<file path="src/hdl/lcpu_pkg.sv">
// Package for the LSTM pointwise update: sizes, pipeline control type and
// the fixed-point activation and rounding functions. Depends on nothing.
package lcpu_pkg;

    // hidden units per direction bank
    localparam int unsigned UNITS     = 256;
    localparam int unsigned MEM_DEPTH = 2 * UNITS;
    localparam int unsigned ADDR_W    = $clog2(MEM_DEPTH);

    // reciprocal used for unit_index mod UNITS (index is 8 bits)
    localparam int unsigned UNIT_RECIP = 65536 / UNITS;

    // pipeline depth, and the stage that may hold on a cell dependency
    localparam int STAGES     = 7;
    localparam int HOLD_STAGE = 1;

    // Q1.14 one and the saturated Q5.12 cell range
    localparam logic [19:0]        ONE_Q14  = 20'd16384;
    localparam logic signed [33:0] CELL_MAX = 34'sd131071;
    localparam logic signed [33:0] CELL_MIN = -34'sd131072;

    typedef struct packed {
        logic [STAGES-1:0] valid;    // stage holds an item
        logic [STAGES-1:0] load;     // stage register takes new contents
        logic [STAGES-1:0] advance;  // stage item moves on this edge
    } pipe_ctrl_t;

    // unit_index mod UNITS: reciprocal multiply plus one correction
    function automatic logic [7:0] unit_slot(input logic [7:0] u);
        logic [24:0] prod;
        logic [7:0]  quo;
        logic [20:0] rem;
        prod = 25'(u) * 25'(UNIT_RECIP);
        quo  = prod[23:16];
        rem  = 21'(u) - 21'(quo) * 21'(UNITS);
        if (rem >= 21'(UNITS)) begin
            rem = rem - 21'(UNITS);
        end
        return rem[7:0];
    endfunction

    // Piecewise-linear sigmoid, result Q1.14 in 0..16384.
    // frac11 set: argument has 11 fractional bits, else 10.
    function automatic logic [14:0] sigmoid_q14(input logic signed [17:0] a,
                                                input logic frac11);
        logic [17:0] mag;
        logic [19:0] me;
        logic [19:0] y;
        mag = a[17] ? 18'(-a) : 18'(a);
        me  = 20'(mag);
        if (frac11) begin
            if (mag >= 18'd10240)     y = ONE_Q14;
            else if (mag >= 18'd4864) y = 20'd13824 + (me >> 2);
            else if (mag >= 18'd2048) y = 20'd10240 + me;
            else                      y = 20'd8192 + (me << 1);
        end else begin
            if (mag >= 18'd5120)      y = ONE_Q14;
            else if (mag >= 18'd2432) y = 20'd13824 + (me >> 1);
            else if (mag >= 18'd1024) y = 20'd10240 + (me << 1);
            else                      y = 20'd8192 + (me << 2);
        end
        // negative argument mirrors around one half
        if (a[17]) begin
            y = ONE_Q14 - y;
        end
        return y[14:0];
    endfunction

    // tanh(x) = 2*sigmoid(2x) - 1; frac11 refers to the sigmoid argument
    function automatic logic signed [15:0] tanh_q14(input logic signed [17:0] a,
                                                    input logic frac11);
        logic [14:0]        s;
        logic signed [16:0] t;
        s = sigmoid_q14(a, frac11);
        t = $signed({1'b0, s, 1'b0}) - 17'sd16384;
        return t[15:0];
    endfunction

    // arithmetic shift right, round to nearest, ties away from zero
    function automatic logic signed [33:0] round_sh(input logic signed [33:0] v,
                                                    input int unsigned sh);
        logic signed [33:0] half;
        half = 34'sd1 <<< (sh - 1);
        if (v < 0) begin
            return (v + half - 34'sd1) >>> sh;
        end
        return (v + half) >>> sh;
    endfunction

endpackage

</file>
<file path="src/hdl/lcpu_pipe_ctrl.sv">
// Valid/ready control for the pointwise update pipeline: per-stage valid
// bits, bubble collapsing and a hold on the cell-dependency stage.
// Depends on lcpu_pkg.
module lcpu_pipe_ctrl (
    input  logic                 aclk,
    input  logic                 aresetn,
    input  logic                 s_valid,
    output logic                 s_ready,
    output logic                 m_valid,
    input  logic                 m_ready,
    input  logic                 hold,
    output lcpu_pkg::pipe_ctrl_t ctrl
);

    localparam int N = lcpu_pkg::STAGES;

    logic [N-1:0] valid_reg;
    logic [N-1:0] valid_next;
    logic [N-1:0] ready;
    logic [N-1:0] go;

    // ready ripples back from the output; a stage moves when the next frees
    always_comb begin
        ready[N-1] = !valid_reg[N-1] || m_ready;
        go[N-1]    = valid_reg[N-1] && m_ready;
        for (int k = N - 2; k >= 0; k--) begin
            go[k]    = valid_reg[k] && ready[k+1] && !(k == lcpu_pkg::HOLD_STAGE && hold);
            ready[k] = !valid_reg[k] || go[k];
        end
    end

    // valid bits follow their items
    always_comb begin
        valid_next[0] = ready[0] ? s_valid : valid_reg[0];
        for (int k = 1; k < N; k++) begin
            valid_next[k] = ready[k] ? go[k-1] : valid_reg[k];
        end
    end

    always_ff @(posedge aclk) begin
        if (!aresetn) begin
            valid_reg <= '0;
        end else begin
            valid_reg <= valid_next;
        end
    end

    assign ctrl.valid   = valid_reg;
    assign ctrl.load    = ready;
    assign ctrl.advance = go;
    assign s_ready      = ready[0];
    assign m_valid      = valid_reg[N-1];

endmodule

</file>
<file path="config.mk">
export PLATFORM = sky130hd
export DESIGN_NAME = lcpu_pipe_ctrl
export DESIGN_NICKNAME = d
export VERILOG_FILES = /design/src/hdl/lcpu_pkg.sv /design/src/hdl/lcpu_pipe_ctrl.sv
export SDC_FILE = /design/constraint.sdc
export NUM_CORES = 1
export LEC_CHECK = 0
export ABC_AREA = 1
export BUFFER_PORTS_ARGS = -buffer_cell sky130_fd_sc_hd__clkbuf_2
export CAP_MARGIN = 40
export CORE_AREA = 2 2 39 41
export DETAILED_ROUTE_END_ITERATION = 8
export DIE_AREA = 0 0 41 43
export PLACE_DENSITY_LB_ADDON = 0.05
export SKIP_LAST_GASP = 1
export SYNTH_ARGS = -nofsm -noshare
export SYNTH_HDL_FRONTEND = slang
export SYNTH_SLANG_ARGS = --single-unit
export TNS_END_PERCENT = 100
</file>
<file path="constraint.sdc">
create_clock -name aclk -period 1.8 [get_ports aclk]
set_clock_uncertainty 0.1 [all_clocks]
set_input_delay 0.09 -clock aclk [delete_from_list [all_inputs] [get_ports aclk]]
set_output_delay 0.09 -clock aclk [all_outputs]
set_load 0.02 [all_outputs]
</file>
Yosys cells after proc, flatten, opt, wreduce, memory -nomap -nowiden
Cells that the tools add are included.
{"block": "word_totals", "ff_bits": 7, "elab_cells": 30, "inputBits": 5, "output_inout_bits": 23}
{"block": "classes", "reduce_logical": 23}
{"cell": "1-bit logical AND", "n": 8}
{"cell": "1-bit logical NOT", "n": 8}
{"cell": "1-bit logical OR", "n": 7}

Longest topological paths before layout
Gate-level depths: netlist (run 1).
{"block": "depth", "word_depth": 15, "depth_mapped": 7, "ltp_nobuf": 7}

Worst setup path before layout (run 1)
No wires, ideal clock.
{"block": "synth_path", "path_type": "flip-flop to output port", "startpoint": "register valid_reg[6]", "endpoint": "output ctrl[7] (netlist name)", "slack_ns": 0.165, "required_ns": 1.610, "t_arrival_ns": 1.445, "path_stages_with_launch": 7, "path_buffers": 1, "path_cell_list": "dfxtp_1 -> nand3_4 -> nor2_8 -> nand3_4 -> nand2_4 -> nand3_4 -> buf_4"}
{"element": "start, declared", "line": "lcpu_pipe_ctrl.sv:17", "source": "logic [N-1:0] valid_reg;"}
{"element": "start signal, assigned", "line": "lcpu_pipe_ctrl.sv:44", "source": "valid_reg <= valid_next;"}
{"element": "end, declared", "line": "lcpu_pipe_ctrl.sv:12", "source": "output lcpu_pkg::pipe_ctrl_t ctrl"}

==> flow_summary.toml, run 1 <==
[status]
outcome = "finished clean"

[critical_path]
timing_worst_setup_path_type = "flip-flop to primary output"
start_kind = "flip-flop"
critical_path_required_ps = 1610
cp-end-kind = "primary output"
max_stage_delay_ps = 450
cp_common_cell = "nand3_4"
worstPathCellList = "nand3_4 -> nor2_8 -> nand3_4 -> nand2_4 -> nand3_4 -> clkbuf_2"
cp_top_family = "simple AND/OR/NAND/NOR gates"
cp.arrival_ps = 1420
worst_path_max_delay_cell = "dfxtp_1"
cp_num_buf_inv = 1
crit_fanout = 6

[synth]
synth.net_count = 49
ys_warn_count = 0
postSynthAreaPerCell_um2 = 8.50
yosys_register_bits = 7
ys_types = 12
syn_area_um2 = 374
yosysSeqAreaShare_pct = 37.5
synth_cells = 44

[routing]
drtIter0Drc = 2
vias = 352
first_pass_iters = 2
viasPerCell = 3.91
drc = 0
antenna_violating_nets_post_route = 0
wl_um = 732
wl_per_cell_um = 8.13

[grt]
overflow = 0
antenna_found_initial = 0
grt_pass1_wl_mm = 1.08
track_usage_pct = 9.43
grt_pass1_vias = 303
grt_max_degree = 8

[sta]
rsz0062_at_grt = "false"
final.setup.worst_slack_ps = 195
min_period_ps = 1610
hold_slack_ps = 75.8
tightest_slew_ps = 270
relSlewSlack_pct = 82.0
final.setup.tns_ps = 0
max_freq_ghz = 0.623
hold_violations = 0
period_share_pct = 89.2
finalSetupViolCount = 0
slew_viol_final = 0

[cts]
htreeDepth = 1
worst_skew_pair.late_latency_ps = 250
clock-sinks = 7
cts_made_buffers = 3
cts_setup_buffers = 0
cts_resized = 0
root_buffer = "clkbuf_4"
hold_buffers = 1
clockBufferDepth = 2
path_clk_slew_ps = 60
cts_tree = "done"

[floorplan]
fp.dieW_um = 41
dieArea_um2 = 1760
start_util_pct = 27.0
num_rows = 14
boundaryPins = 28
die_y_um = 43
core_area_um2 = 1380

[job]
drv_cap = 0

[placed_design]
io_buffers = 27
place.gp.congestion = 0.675
dpl_worst_slack_ps = 435
dp.cells = 85
dp_hpwl_um = 605
place_area_um2 = 514

[cells_and_area]
largest_register_ffs = 7
antenna_cells = 0
stdcell_area_um2 = 551
final_util_pct = 39.8
drive_gt1_share_pct = 54.1
nets = 80
final_cell_count_no_fill = 90
syn_to_final_growth_pct = 47.2

[pwr]
switching_share_pct = 27.5
power.switching_mw = 0.0997
p_total_mw = 0.363
pwr-share-clk_pct = 39.7
p_per_area_nw_per_um2 = 660
seqPwrFrac_pct = 45.8
combPwrFrac_pct = 14.5
p_int_mw = 0.263
p_leak_nw = 0.311
ir_drop_uv = 336

[worst_hold_path]
hold_class = "primary input to flip-flop"
-- area by class of cell --
type / instances / area, um^2
fill: 156 / 833
multi-input combinational: 22 / 170
timing repair buffer: 28 / 145
sequential: 7 / 140
inverter: 13 / 48.8
clock buffer: 4 / 26.3
tap: 16 / 20.0
-- worst min-delay path, stage by stage --
cell and delay [ps]:
clkbuf_2 80, nor2_1 50, nand2_4 100, a21oi_1 60
-- layer usage --
layer / part of all wire (%) / GRT usage, % / wire, um / up-vias
li1: - / - / - / 194
met1: 44 / 9.29 / 325 / 139
met2: 44 / 14.7 / 321 / 19
met3: 12 / 3.14 / 85 / 0
met4: 0 / 8.00 / 0 / 0
met5: 0 / 0 / 0 / -
-- Yosys cell counts, drive strengths merged --
library cell	number	share of area, %
dfxtp	7	37
nand3	3	14
buf	2	4.0
inv	13	13
nand2	7	9.7
a21oi	10	15
nor2	2	6.4
-- path summary, 6_finish.rpt --
check | start | endpoint | slack, ps | depth (start not counted)
min reg2reg | valid_reg[0]$_SDFFE_PN0P_ | valid_reg[0]$_SDFFE_PN0P_ | 420 | 2
min | hold | valid_reg[2]$_SDFFE_PN0P_ | 80 | 4
max reg2reg | valid_reg[6]$_SDFFE_PN0P_ | valid_reg[0]$_SDFFE_PN0P_ | 520 | 6
max | valid_reg[6]$_SDFFE_PN0P_ | ctrl[7] | 190 | 6
-- power groups by stage --
stage	logic, mW	registers [mW]	clock network [mW]
floorplan	0.0290	0.175	0
global placement	0.0519	0.170	0
finish	0.0525	0.166	0.144
CTS	0.0535	0.166	0.150
global route	0.0580	0.167	0.156
detailed placement	0.0516	0.170	0
-- layout by cell type (no fill, tap or decap) --
master          n
dlygate4sd3_1   1
clkbuf_2       27
nand2_1         5
a21oi_2         2
inv_1          11
nor2_1          1
a21oi_1         8
clkbuf_4        3
inv_2           2
nor2_8          1
clkbuf_1        1
dfxtp_1         7
nand2_4         1
nand3_4         3
nand2_2         1
-- kinds of logic after synthesis --
| logic type | count (synthesis) | synth area share, % |
|---|---|---|
| and+or+nand+nor | 12 | 30.1 |
| AOI/OAI and AO/OA | 10 | 15.4 |
| buffers and inverters | 15 | 17.1 |
| DFF | 7 | 37.5 |
No activity file was read; power rests on OpenSTA's default activity.
==> run 2, diff against run 1 <==
CELL_PAD_IN_SITES_DETAIL_PLACEMENT = 2   (was not set)
CELL_PAD_IN_SITES_GLOBAL_PLACEMENT = 2   (was not set)
CORE_AREA = not set   (was 2 2 39 41)
CORE_MARGIN = 2   (was not set)
CORE_UTILIZATION = 20   (was not set)
CTS_CLUSTER_SIZE = 28   (was not set)
DIE_AREA = not set   (was 0 0 41 43)
==> run 2 against run 1 <==
Compared with the run above:
- first-iteration DRC count shrank 100%
- largest cell class unchanged
- sequential share of layout area shrank 0.51 points
- largest power group unchanged
- critical path depth is the same
- final cell count grew 10%
- die area grew 27%
- total power grew 2.4%
- utilization shrank 7.6 points
- register-to-register slack is essentially flat
- global-route usage grew 0.81 points
==> flow_summary.toml, run 2 (synthesis results as in run 1) <==
[pwr]
p_leak_nw = 0.311
p_int_mw = 0.264
combPwrFrac_pct = 14.4
seqPwrFrac_pct = 44.8
switching_share_pct = 29.1
p_per_area_nw_per_um2 = 662
ir_drop_uv = 351
power.switching_mw = 0.108
pwr-share-clk_pct = 40.8

[critical_path]
endpoint = "ctrl[7]"
cp-startpoint = "valid_reg[6]$_SDFFE_PN0P_"
crit_fanout = 6
cp.arrival_ps = 1440
reg2reg_slack_ps = 510
r2r_start = "valid_reg[6]$_SDFFE_PN0P_"
critical_path_required_ps = 1610
timing_worst_setup_path_type = "flip-flop to primary output"
start_kind = "flip-flop"
reg2reg_depth = 6
r2r-end = "valid_reg[0]$_SDFFE_PN0P_"
cp-end-kind = "primary output"

[cts]
hold_buffers = 1
path_clk_slew_ps = 50
cts_made_buffers = 3
cts_tree = "done"
htreeDepth = 1
clock-sinks = 7
cts_resized = 0
root_buffer = "clkbuf_4"
cts_setup_buffers = 0
worst_skew_pair.late_latency_ps = 260
clockBufferDepth = 2

[routing]
drtIter0Drc = 0
viasPerCell = 3.84
vias = 380
wl_um = 972
first_pass_iters = 1
wl_per_cell_um = 9.82
antenna_violating_nets_post_route = 0
drc = 0

[floorplan]
die_y_um = 47.3
num_rows = 15
dieArea_um2 = 2230
boundaryPins = 28
fp.dieW_um = 47.3
start_util_pct = 21.4
core_area_um2 = 1750

[sta]
rsz0062_at_grt = "false"
max_freq_ghz = 0.612
finalSetupViolCount = 0
min_period_ps = 1630
tightest_slew_ps = 275
hold_violations = 0
slew_viol_final = 0
period_share_pct = 90.8
relSlewSlack_pct = 81.7
final.setup.tns_ps = 0

[cells_and_area]
final_common_cell = "clkbuf_2"
fill_cells = 226
largest_register_ffs = 7
nets = 80
antenna_cells = 0
final_util_pct = 32.2
drive_gt1_share_pct = 54.1
syn_to_final_growth_pct = 50.2
layout_common_cells = "clkbuf_2, inv_1, a21oi_1"

[grt]
grt_pass1_wl_mm = 1.55
antenna_found_initial = 0
grt_max_degree = 8
track_usage_pct = 10.2
overflow = 0
grt_pass1_vias = 340

[placed_design]
dp_hpwl_um = 812
place.gp.congestion = 0.618
io_buffers = 27

[job]
drv_cap = 0

[status]
outcome = "finished clean"

[worst_hold_path]
hold_class = "primary input to flip-flop"
[run 2: cell counts in the layout (fill, tap and decap cells not counted)]
No cell type changed its count.
[run 2: worst min-delay path by stage]
stage,from,to,slack [ps],cells past startpoint
finish,m_ready,valid_reg[6]$_SDFFE_PN0P_,60,4
global route,hold,valid_reg[2]$_SDFFE_PN0P_,80,4
CTS,m_ready,valid_reg[6]$_SDFFE_PN0P_,60,4
detailed placement,s_valid,valid_reg[0]$_SDFFE_PN0P_,230,3
global placement,s_valid,valid_reg[0]$_SDFFE_PN0P_,230,3
floorplan,s_valid,valid_reg[0]$_SDFFE_PN0P_,130,2
[run 2: area by class of cell]
class,instances,area [um^2],area share [%]
multi-input combinational,22,170,30.3
timing repair buffer,28,145,25.8
inverter,13,48.8,8.69
tap,25,31.3,5.57
clock buffer,4,26.3,4.68
sequential,7,140,24.9
[run 2: power by group through the flow]
stage	registers [mW]	clock network (mW)	logic [mW]
after floorplan	0.175	0	0.0290
after global placement	0.170	0	0.0527
after detailed placement	0.170	0	0.0531
after CTS	0.167	0.162	0.0548
after global routing	0.168	0.170	0.0587
final	0.167	0.152	0.0534
[run 2: worst max-delay path, cell delays in order (launching register included)]
cell      delay (ps)
dfxtp_1          440
nand3_4          150
nor2_8           140
nand3_4          100
nand2_4          110
nand3_4           70
clkbuf_2         170
[run 2: metal layers]
layer / track usage, % / up-vias / share of wire, %
met2: 15.7 / 22 / 45
met1: 12.1 / 163 / 44
met5: 0 / - / 0
met4: 3.33 / 0 / 0.51
li1: - / 193 / -
met3: 5.77 / 2 / 10
[run 2: per-stage QoR]
step / power [mW] / cells / instance area [um^2] / hold slack, ps / worst slack, ps
5_1_grt: 0.396 / 99 / 562 / 81.8 / 51.7
3_3_place_gp: 0.223 / 94 / 526 / 228 / 459
6_report: 0.372 / 99 / 562 / 56.1 / 166
3_5_place_dp: 0.223 / 94 / 526 / 233 / 424
2_1_floorplan: 0.204 / 44 / 374 / 134 / 165
4_1_cts: 0.383 / 99 / 562 / 58.7 / 129
